### src/sv/box_filter_window_sum_defines.svh
// Assertion macros shared by the box filter window sum block.
`ifndef BOX_FILTER_WINDOW_SUM_DEFINES_SVH
`define BOX_FILTER_WINDOW_SUM_DEFINES_SVH

// Check a condition at every clock edge outside reset.
`define BFWS_ASSERT(label, cond, msg) \
    label: assert property (@(posedge clk) disable iff (!rst_n) (cond)) else $error(msg);

// Check that a consequence holds whenever its antecedent holds.
`define BFWS_ASSERT_IMPL(label, ante, cons, msg) \
    label: assert property (@(posedge clk) disable iff (!rst_n) (ante) |-> (cons)) else $error(msg);

`endif

### src/sv/bfws_pkg.sv
// Types and constants of the box filter window sum block.
package bfws_pkg;

    localparam int MAX_RADIUS = 63;
    localparam int RING_DEPTH = 2 * MAX_RADIUS + 1;
    localparam int SAMPLE_W   = 8;
    localparam int RADIUS_W   = 6;
    localparam int SUM_W      = 15;
    localparam int CNT_W      = $clog2(RING_DEPTH + 1);

    typedef logic [SAMPLE_W-1:0] sample_t;
    typedef logic [RADIUS_W-1:0] radius_t;
    typedef logic [SUM_W-1:0]    sum_t;
    typedef logic [CNT_W-1:0]    cnt_t;

    // One slot of the shifting window queue.
    typedef struct packed {
        logic    occ;
        sample_t data;
    } cell_t;

    // Commands from the controller to the queue.
    typedef struct packed {
        logic push;
        logic pop;
        logic clear;
    } chain_ctl_t;

    typedef enum logic [1:0] {
        ST_RUN,
        ST_SHRINK,
        ST_FLUSH
    } bfws_state_t;

endpackage

### src/sv/box_filter_window_sum.sv
// Top level of the box filter window sum: control, running total and result register.
// Sums the bytes in a window of radius bytes on either side of each position, clipped
// at the ends of the stream, and gives one result per position. A result appears once
// the byte radius positions later has arrived; the request that carries final_sample
// is followed by min(held bytes, radius) flush results, one per cycle, the last one
// marked by final_result. Ordinary requests are taken one per cycle. After the radius
// is lowered, the next request waits while the shifting slot row drops the bytes that
// no longer fit the window from its head, one per cycle. Results wait in an output
// register; a stall there holds further requests and flush results.
`include "box_filter_window_sum_defines.svh"

module box_filter_window_sum (
    input  logic                    clk,
    input  logic                    rst_n,
    input  logic                    cfg_we,
    input  bfws_pkg::radius_t       cfg_data,
    input  logic                    in_valid,
    output logic                    in_ready,
    input  bfws_pkg::sample_t       sample,
    input  logic                    final_sample,
    output logic                    out_valid,
    input  logic                    out_ready,
    output bfws_pkg::sum_t          window_sum,
    output logic                    final_result
);

    bfws_pkg::bfws_state_t state_reg;
    bfws_pkg::bfws_state_t state_next;
    bfws_pkg::radius_t     radius_reg;
    bfws_pkg::cnt_t        count_reg;
    bfws_pkg::cnt_t        count_next;
    bfws_pkg::sum_t        total_reg;
    bfws_pkg::sum_t        total_next;
    bfws_pkg::cnt_t        keep_reg;
    bfws_pkg::cnt_t        keep_next;
    bfws_pkg::cnt_t        flush_rem_reg;
    bfws_pkg::cnt_t        flush_rem_next;
    bfws_pkg::sample_t     pend_sample_reg;
    bfws_pkg::sample_t     pend_sample_next;
    logic                  pend_final_reg;
    logic                  pend_final_next;
    logic                  out_valid_reg;
    logic                  out_valid_next;
    bfws_pkg::sum_t        out_sum_reg;
    bfws_pkg::sum_t        out_sum_next;
    logic                  out_final_reg;
    logic                  out_final_next;

    bfws_pkg::chain_ctl_t  ctl;
    bfws_pkg::cell_t       head;
    bfws_pkg::sample_t     push_data;

    bfws_pkg::cnt_t        r_eff;
    bfws_pkg::cnt_t        win_len;
    logic                  out_free;
    logic                  step_go;
    bfws_pkg::sample_t     step_sample;
    logic                  step_final;
    logic                  step_pop;
    bfws_pkg::sum_t        step_total;
    bfws_pkg::cnt_t        step_count;
    bfws_pkg::cnt_t        step_flush;
    logic                  flush_drop;
    bfws_pkg::sum_t        flush_total;
    logic                  flush_books_ok;

    bfws_chain u_chain (
        .clk   (clk),
        .rst_n (rst_n),
        .ctl   (ctl),
        .din   (push_data),
        .head  (head)
    );

    always_comb
    begin
        if (bfws_pkg::cnt_t'(radius_reg) > bfws_pkg::cnt_t'(bfws_pkg::MAX_RADIUS))
        begin
            r_eff = bfws_pkg::cnt_t'(bfws_pkg::MAX_RADIUS);
        end
        else
        begin
            r_eff = bfws_pkg::cnt_t'(radius_reg);
        end
        win_len  = (r_eff << 1) | bfws_pkg::cnt_t'(1);
        out_free = !out_valid_reg || out_ready;
    end

    // Next state, queue commands and result selection.
    always_comb
    begin
        state_next       = state_reg;
        count_next       = count_reg;
        total_next       = total_reg;
        keep_next        = keep_reg;
        flush_rem_next   = flush_rem_reg;
        pend_sample_next = pend_sample_reg;
        pend_final_next  = pend_final_reg;
        out_valid_next   = out_valid_reg && !out_ready;
        out_sum_next     = out_sum_reg;
        out_final_next   = out_final_reg;
        ctl              = '0;
        in_ready         = 1'b0;
        step_go          = 1'b0;
        step_sample      = sample;
        step_final       = final_sample;
        flush_drop       = 1'b0;
        flush_total      = total_reg;

        unique case (state_reg)
            bfws_pkg::ST_RUN:
            begin
                in_ready = out_free;
                if (in_valid && out_free)
                begin
                    if (count_reg > win_len)
                    begin
                        // hold the request until the window has shrunk
                        pend_sample_next = sample;
                        pend_final_next  = final_sample;
                        state_next       = bfws_pkg::ST_SHRINK;
                    end
                    else
                    begin
                        step_go = 1'b1;
                    end
                end
            end
            bfws_pkg::ST_SHRINK:
            begin
                step_sample = pend_sample_reg;
                step_final  = pend_final_reg;
                if (count_reg > win_len)
                begin
                    ctl.pop    = 1'b1;
                    count_next = count_reg - bfws_pkg::cnt_t'(1);
                    total_next = total_reg - bfws_pkg::sum_t'(head.data);
                end
                else if (out_free)
                begin
                    step_go = 1'b1;
                end
            end
            bfws_pkg::ST_FLUSH:
            begin
                if (out_free)
                begin
                    flush_drop  = count_reg > keep_reg;
                    ctl.pop     = flush_drop;
                    flush_total = flush_drop ? total_reg - bfws_pkg::sum_t'(head.data)
                                             : total_reg;
                    out_valid_next = 1'b1;
                    out_sum_next   = flush_total;
                    out_final_next = flush_rem_reg == bfws_pkg::cnt_t'(1);
                    if (flush_rem_reg == bfws_pkg::cnt_t'(1))
                    begin
                        // end of stream: empty the window
                        ctl.clear      = 1'b1;
                        count_next     = '0;
                        total_next     = '0;
                        flush_rem_next = '0;
                        state_next     = bfws_pkg::ST_RUN;
                    end
                    else
                    begin
                        count_next     = flush_drop ? count_reg - bfws_pkg::cnt_t'(1)
                                                    : count_reg;
                        total_next     = flush_total;
                        flush_rem_next = flush_rem_reg - bfws_pkg::cnt_t'(1);
                        keep_next      = keep_reg - bfws_pkg::cnt_t'(1);
                    end
                end
            end
            default:
            begin
                state_next = bfws_pkg::ST_RUN;
            end
        endcase

        // Window full: drop the head as the new byte enters.
        step_pop   = count_reg == win_len;
        step_total = total_reg + bfws_pkg::sum_t'(step_sample)
                   - (step_pop ? bfws_pkg::sum_t'(head.data) : bfws_pkg::sum_t'(0));
        step_count = step_pop ? count_reg : count_reg + bfws_pkg::cnt_t'(1);
        step_flush = (step_count < r_eff) ? step_count : r_eff;

        if (step_go)
        begin
            ctl.push   = 1'b1;
            ctl.pop    = step_pop;
            count_next = step_count;
            total_next = step_total;
            state_next = bfws_pkg::ST_RUN;
            if (step_count >= r_eff + bfws_pkg::cnt_t'(1))
            begin
                out_valid_next = 1'b1;
                out_sum_next   = step_total;
                out_final_next = step_final && (step_flush == '0);
            end
            if (step_final)
            begin
                if (step_flush == '0)
                begin
                    ctl.clear  = 1'b1;
                    count_next = '0;
                    total_next = '0;
                end
                else
                begin
                    flush_rem_next = step_flush;
                    keep_next      = win_len - bfws_pkg::cnt_t'(1);
                    state_next     = bfws_pkg::ST_FLUSH;
                end
            end
        end
    end

    assign push_data = step_sample;

    always_ff @(posedge clk or negedge rst_n)
    begin
        if (!rst_n)
        begin
            state_reg     <= bfws_pkg::ST_RUN;
            radius_reg    <= '0;
            count_reg     <= '0;
            total_reg     <= '0;
            keep_reg      <= '0;
            flush_rem_reg <= '0;
            out_valid_reg <= 1'b0;
        end
        else
        begin
            state_reg     <= state_next;
            count_reg     <= count_next;
            total_reg     <= total_next;
            keep_reg      <= keep_next;
            flush_rem_reg <= flush_rem_next;
            out_valid_reg <= out_valid_next;
            if (cfg_we)
            begin
                radius_reg <= cfg_data;
            end
        end
    end

    always_ff @(posedge clk)
    begin
        pend_sample_reg <= pend_sample_next;
        pend_final_reg  <= pend_final_next;
        out_sum_reg     <= out_sum_next;
        out_final_reg   <= out_final_next;
    end

    assign out_valid    = out_valid_reg;
    assign window_sum   = out_sum_reg;
    assign final_result = out_final_reg;

    assign flush_books_ok = (flush_rem_reg != '0)
                         && (count_reg <= keep_reg + bfws_pkg::cnt_t'(1));

    `BFWS_ASSERT(a_head_matches_count, head.occ == (count_reg != '0), "head slot disagrees with count")
    `BFWS_ASSERT_IMPL(a_empty_total, count_reg == '0, total_reg == '0, "empty window with nonzero total")
    `BFWS_ASSERT_IMPL(a_flush_bounds, state_reg == bfws_pkg::ST_FLUSH, flush_books_ok, "flush out of range")

endmodule

### src/sv/bfws_cell.sv
// One slot of the window queue: holds a byte, shifts toward the head on pop.
module bfws_cell (
    input  logic                 clk,
    input  logic                 rst_n,
    input  bfws_pkg::chain_ctl_t ctl,
    input  bfws_pkg::sample_t    din,
    input  logic                 left_occ,
    input  bfws_pkg::cell_t      right,
    output bfws_pkg::cell_t      cur
);

    logic              occ_reg;
    logic              occ_next;
    bfws_pkg::sample_t data_reg;
    bfws_pkg::sample_t data_next;
    logic              shifted_occ;
    logic              shifted_left;
    logic              load;

    always_comb
    begin
        // occupancy of this slot and of the left neighbor after the shift
        shifted_occ  = ctl.pop ? right.occ : occ_reg;
        shifted_left = ctl.pop ? occ_reg : left_occ;
        // the first free slot after the shift takes the new byte
        load         = ctl.push && !shifted_occ && shifted_left;
        occ_next     = ctl.clear ? 1'b0 : (shifted_occ | load);
        if (load)
        begin
            data_next = din;
        end
        else if (ctl.pop)
        begin
            data_next = right.data;
        end
        else
        begin
            data_next = data_reg;
        end
    end

    always_ff @(posedge clk or negedge rst_n)
    begin
        if (!rst_n)
        begin
            occ_reg <= 1'b0;
        end
        else
        begin
            occ_reg <= occ_next;
        end
    end

    always_ff @(posedge clk)
    begin
        data_reg <= data_next;
    end

    assign cur.occ  = occ_reg;
    assign cur.data = data_reg;

endmodule

### src/sv/bfws_chain.sv
// Row of window slots; the oldest held byte always sits in the head slot.
module bfws_chain (
    input  logic                 clk,
    input  logic                 rst_n,
    input  bfws_pkg::chain_ctl_t ctl,
    input  bfws_pkg::sample_t    din,
    output bfws_pkg::cell_t      head
);

    bfws_pkg::cell_t slots [bfws_pkg::RING_DEPTH];
    bfws_pkg::cell_t tail_fill;

    assign tail_fill.occ  = 1'b0;
    assign tail_fill.data = '0;

    for (genvar k = 0; k < bfws_pkg::RING_DEPTH; k++)
    begin : g_slot
        logic            left_occ;
        bfws_pkg::cell_t right;

        if (k == 0)
        begin : g_head
            assign left_occ = 1'b1;
        end
        else
        begin : g_body
            assign left_occ = slots[k-1].occ;
        end

        if (k == bfws_pkg::RING_DEPTH - 1)
        begin : g_tail
            assign right = tail_fill;
        end
        else
        begin : g_inner
            assign right = slots[k+1];
        end

        bfws_cell u_cell (
            .clk      (clk),
            .rst_n    (rst_n),
            .ctl      (ctl),
            .din      (din),
            .left_occ (left_occ),
            .right    (right),
            .cur      (slots[k])
        );
    end

    assign head = slots[0];

endmodule
### config.mk
export PLATFORM = sky130hd
export DESIGN_NAME = box_filter_window_sum
export DESIGN_NICKNAME = d
export VERILOG_FILES = /design/src/sv/bfws_pkg.sv /design/src/sv/box_filter_window_sum.sv /design/src/sv/bfws_cell.sv /design/src/sv/bfws_chain.sv
export VERILOG_INCLUDE_DIRS = /design/src /design/src/sv
export SDC_FILE = /design/constraint.sdc
export NUM_CORES = 2
export LEC_CHECK = 0
export ABC_CLOCK_PERIOD_IN_PS = 5100
export BUFFER_PORTS_ARGS = -buffer_cell sky130_fd_sc_hd__clkbuf_2
export CORE_ASPECT_RATIO = 0.6
export CORE_UTILIZATION = 64
export CTS_BUF_LIST = sky130_fd_sc_hd__clkbuf_8 sky130_fd_sc_hd__clkbuf_16
export CTS_CLUSTER_DIAMETER = 120
export DETAILED_ROUTE_END_ITERATION = 12
export HOLD_SLACK_MARGIN = 0.05
export PLACE_DENSITY = 0.8
export SYNTH_ARGS = -nofsm -noshare
export SYNTH_HDL_FRONTEND = slang
export SYNTH_SLANG_ARGS = --single-unit
### constraint.sdc
create_clock -name clk -period 5.1 [get_ports clk]
set_input_delay 0.51 -clock clk [delete_from_list [all_inputs] [get_ports clk]]
set_output_delay 0.51 -clock clk [all_outputs]
set_load 0.005 [all_outputs]
==> impl_metrics.csv <==
group,metric,value,unit
grt,grt-ovfl-total,0,
placed_design,portBuffers,37,
synthesis,syn_nets,5379,
grt,first_global_vias,37800,
hold_path,hold_class,"in -> reg",
worst_setup_path,crit_chain,"inv_1, ha_1, nand3_2, or2_4, nor2_1, fa_1, inv_1, ha_1, nor2b_1, o31ai_1, a21oi_1, o41ai_2, o221ai_1, xnor2_1, o211ai_1",
placed_design,hpwl,76.0,mm
drt,vias,40100,
timing,fmax,218,MHz
pwr,p_leak,0.0218,µW
final_layout,nFillCells,6072,
job,cap_violations,0,
timing,tightest_slew,1.15,ns
worst_setup_path,rrSetupSlack,0.51,ns
synthesis,synth_cell_types,76,
cts,clock_latency,0.75,ns
timing,setup_viol,0,
die,die_area,89100,µm²
placed_design,gp_congestion,0.956,
worst_setup_path,required,5.70,ns
timing,setup_ws,0.505,ns
hold_path,hold_depth,1,
cts,cts.sinks,1213,
placed_design,dp_slack,0.222,ns
pwr,irDropWorstVdd,0.000369,V
drt,drtAntennaViolNets,0,
timing,drv_slew,0,
die,die_x,385,µm
hold_path,hold_end,"pend_sample_reg[2]$_DFFE_PP_",
synthesis,yosysTopAreaCell,"edfxtp_1",
grt,grtUsageTotal,29.0,%
grt,antenna_found_initial,1,
timing,rsz0062_at_grt,"no",
timing,period_share,90.1,%
cts,clk_pin_slew,0.07,ns
run_status,status,"completed",
worst_setup_path,rr_endpoint,"total_reg[14]$_DFFE_PN0P_",
worst_setup_path,slowest_delay,0.53,ns
synthesis,seq_area_frac_synth,63.0,%
hold_path,hold_start,"sample[2]",
pwr,pwr-share-comb,31.7,%
cts,numCtsBuffers,106,
synthesis,synth_top_area_share,54.7,%
pwr,intPower,21400,µW
cts,cts_setup_buffers,0,
pwr,pwr-share-seq,43.2,%
timing,fin_hold_ws,0.118,ns
die,die_y,232,µm
cts,cts_max_level,3,
worst_setup_path,cp-start-kind,"register",
worst_setup_path,worstPathMaxFanout,36,
die,core,86200,µm²
die,rows,83,
grt,grt_max_degree,129,
worst_setup_path,worst_setup_path_end_kind,"register",
final_layout,area_delta_synth_final,8.05,%
pwr,p_switching,12000,µW
drt,drt-total-wl,128,mm
cts,cts_tree,"built",
synthesis,synthesis.area,56200,µm²
drt,drcViolationCount,0,
die,start_util,65.2,%
synthesis,synth.area.top_cells,"edfxtp_1, a21oi_1, nor2_1",
synthesis,syn-mean-instance-area,10.6,µm²
timing,period_minus_slack,4.59,ns
synthesis,async_flop_share,14.2,%
worst_setup_path,arrival,5.20,ns
final_layout,largest_reg_flops,1016,
final_layout,drive_gt1_share,8.07,%
synthesis,synth.yosys.warnings,0,
timing,max-slew-margin-rel,23.2,%
cts,clock_path_buffers,3,
worst_setup_path,r2r_start,"radius_reg[4]$_DFFE_PN0P_",
final_layout,fin_util,70.5,%
drt,wl_per_cell,20.2,µm
worst_setup_path,startpoint,"radius_reg[4]$_DFFE_PN0P_",
worst_setup_path,critPathKind,"reg -> reg",
worst_setup_path,rr_worst_depth,15,
pwr,clkPwrFrac,25.1,%
pwr,sw_frac_of_total,36.0,%
die,pin_count,38,
synthesis,yosys_register_bits,1213,
synthesis,ys.flop_type,"edfxtp_1",
grt,grt_pass1_wl,205,mm
drt,via_per_inst,6.29,
timing,fin_setup_tns,0,ns
synthesis,synth-edff-count,1025,
worst_setup_path,cpMaxStageDelayCell,"o41ai_2",
final_layout,nets,5219,
timing,hold_viol_final,0,
synthesis,syn_inst,5287,
cts,cts-root-buf,"clkbuf_16",
pwr,power_density,550,nW/µm²
timing,finalClockSkew,0.0321,ns
drt,drt_iter0_drc,4910,
drt,drtPass1Iterations,10,
[power by group through the flow]
stage / combinational, µW / sequential [µW] / clock (µW)
after floorplan: 7340 / 14300 / 0
after global placement: 9910 / 14500 / 0
after detailed placement: 10300 / 14600 / 0
after CTS: 10400 / 14400 / 8450
after global routing: 11600 / 14600 / 8820
final: 10600 / 14400 / 8380
[cells in the final DEF (no fill, tap or decap), drive strengths merged, types with 10 or more instances in the layout]
| cell | n |
|---|---|
| nand2 | 540 |
| a31oi | 10 |
| clkinv | 35 |
| a222oi | 125 |
| edfxtp | 1025 |
| nor2 | 1205 |
| nand3 | 32 |
| o221ai | 12 |
| and3 | 10 |
| xnor2 | 28 |
| nand4 | 14 |
| o21ai | 48 |
| bufinv | 13 |
| ha | 63 |
| nor3 | 19 |
| inv | 102 |
| a21oi | 1179 |
| o211ai | 11 |
| dlygate4sd3 | 15 |
| buf | 77 |
| nor2b | 128 |
| dfrtp | 172 |
| clkbuf | 153 |
| o31ai | 10 |
| dfxtp | 16 |
| mux2i | 34 |
[cell families (layout without fill, tap and decap cells)]
kind of cell | after synthesis | after routing | share of synthesized area, %
adder cells (fa/ha/maj) | 72 | 72 | 1.72
AND/OR/NAND/NOR | 1993 | 1993 | 14.4
other | 0 | 1 | 0
flip-flops | 1213 | 1213 | 63.0
multiplexers | 41 | 41 | 0.759
XOR/XNOR | 35 | 35 | 0.559
buffers and inverters | 469 | 402 | 3.59
AO/OA/AOI/OAI | 1464 | 1464 | 16.0
[Yosys cell counts, drive strengths merged (8+ instances only)]
library cell,n
fa,9
a21oi,1179
dfxtp,16
nor3,19
o31ai,10
o21ai,48
nor4,8
o22ai,9
dfrtp,172
ha,63
a21o,9
inv,72
a31oi,10
o211ai,11
mux2i,34
a222oi,125
clkbuf,226
and3,10
buf,171
nand3,32
xnor2,28
a211oi,8
nand4,14
o221ai,12
edfxtp,1025
nor2,1205
nor2b,128
nand2,540
nand2b,8
[area by class of cell]
cell class,count,area [µm²],share of cell area [%]
antenna,1,2.50,0.00412
timing repair buffer,129,1060,1.74
clock buffer,116,2800,4.61
sequential,1213,35400,58.3
clock inverter,85,801,1.32
tap,1147,1440,2.36
multi-input combinational,3605,19000,31.2
inverter,72,270,0.445
[what timing repair did]
item / CTS / global route
endpoints found under the hold margin: 98 / 0
hold buffers: 15 / 0
gates resized for setup: 0 / 1
setup endpoints to repair: 0 / 4
[worst max path at each step]
stage / to / depth (start not counted)
after floorplan: total_reg[14]$_DFFE_PN0P_ / 17
after global placement: total_reg[14]$_DFFE_PN0P_ / 15
after detailed placement: total_reg[14]$_DFFE_PN0P_ / 15
after CTS: total_reg[14]$_DFFE_PN0P_ / 15
after global routing: total_reg[14]$_DFFE_PN0P_ / 15
final: total_reg[14]$_DFFE_PN0P_ / 15
[through the flow]
| stage | std cells | power, µW | area (µm²) |
|---|---|---|---|
| final | 6368 | 33400 | 60700 |
| after global routing | 6368 | 34900 | 60700 |
| after CTS | 6367 | 33200 | 60700 |
| after detailed placement | 6151 | 24800 | 57000 |
| after global placement | 6151 | 24400 | 57000 |
| after floorplan | 5287 | 21600 | 56200 |
[critical path: cells and delay by family, from the launching register on]
kind,cells,cell delay (ns)
AO/OA/AOI/OAI,5,1.45
XOR/XNOR,1,0.22
adder cells (fa/ha/maj),3,1.17
buffers and inverters,2,0.18
flip-flops,1,0.43
AND/OR/NAND/NOR,4,0.97
[per-layer routing]
layer	global-route usage, %	wire length [µm]	up-vias	part of all wire (%)
li1	-	-	18500	-
met1	44.5	58200	19400	45
met2	41.2	54500	1938	42
met3	7.66	13700	168	11
met4	6.78	2060	0	1.6
met5	0	0	-	0
Note: power is estimated with default switching activity, not from simulation.
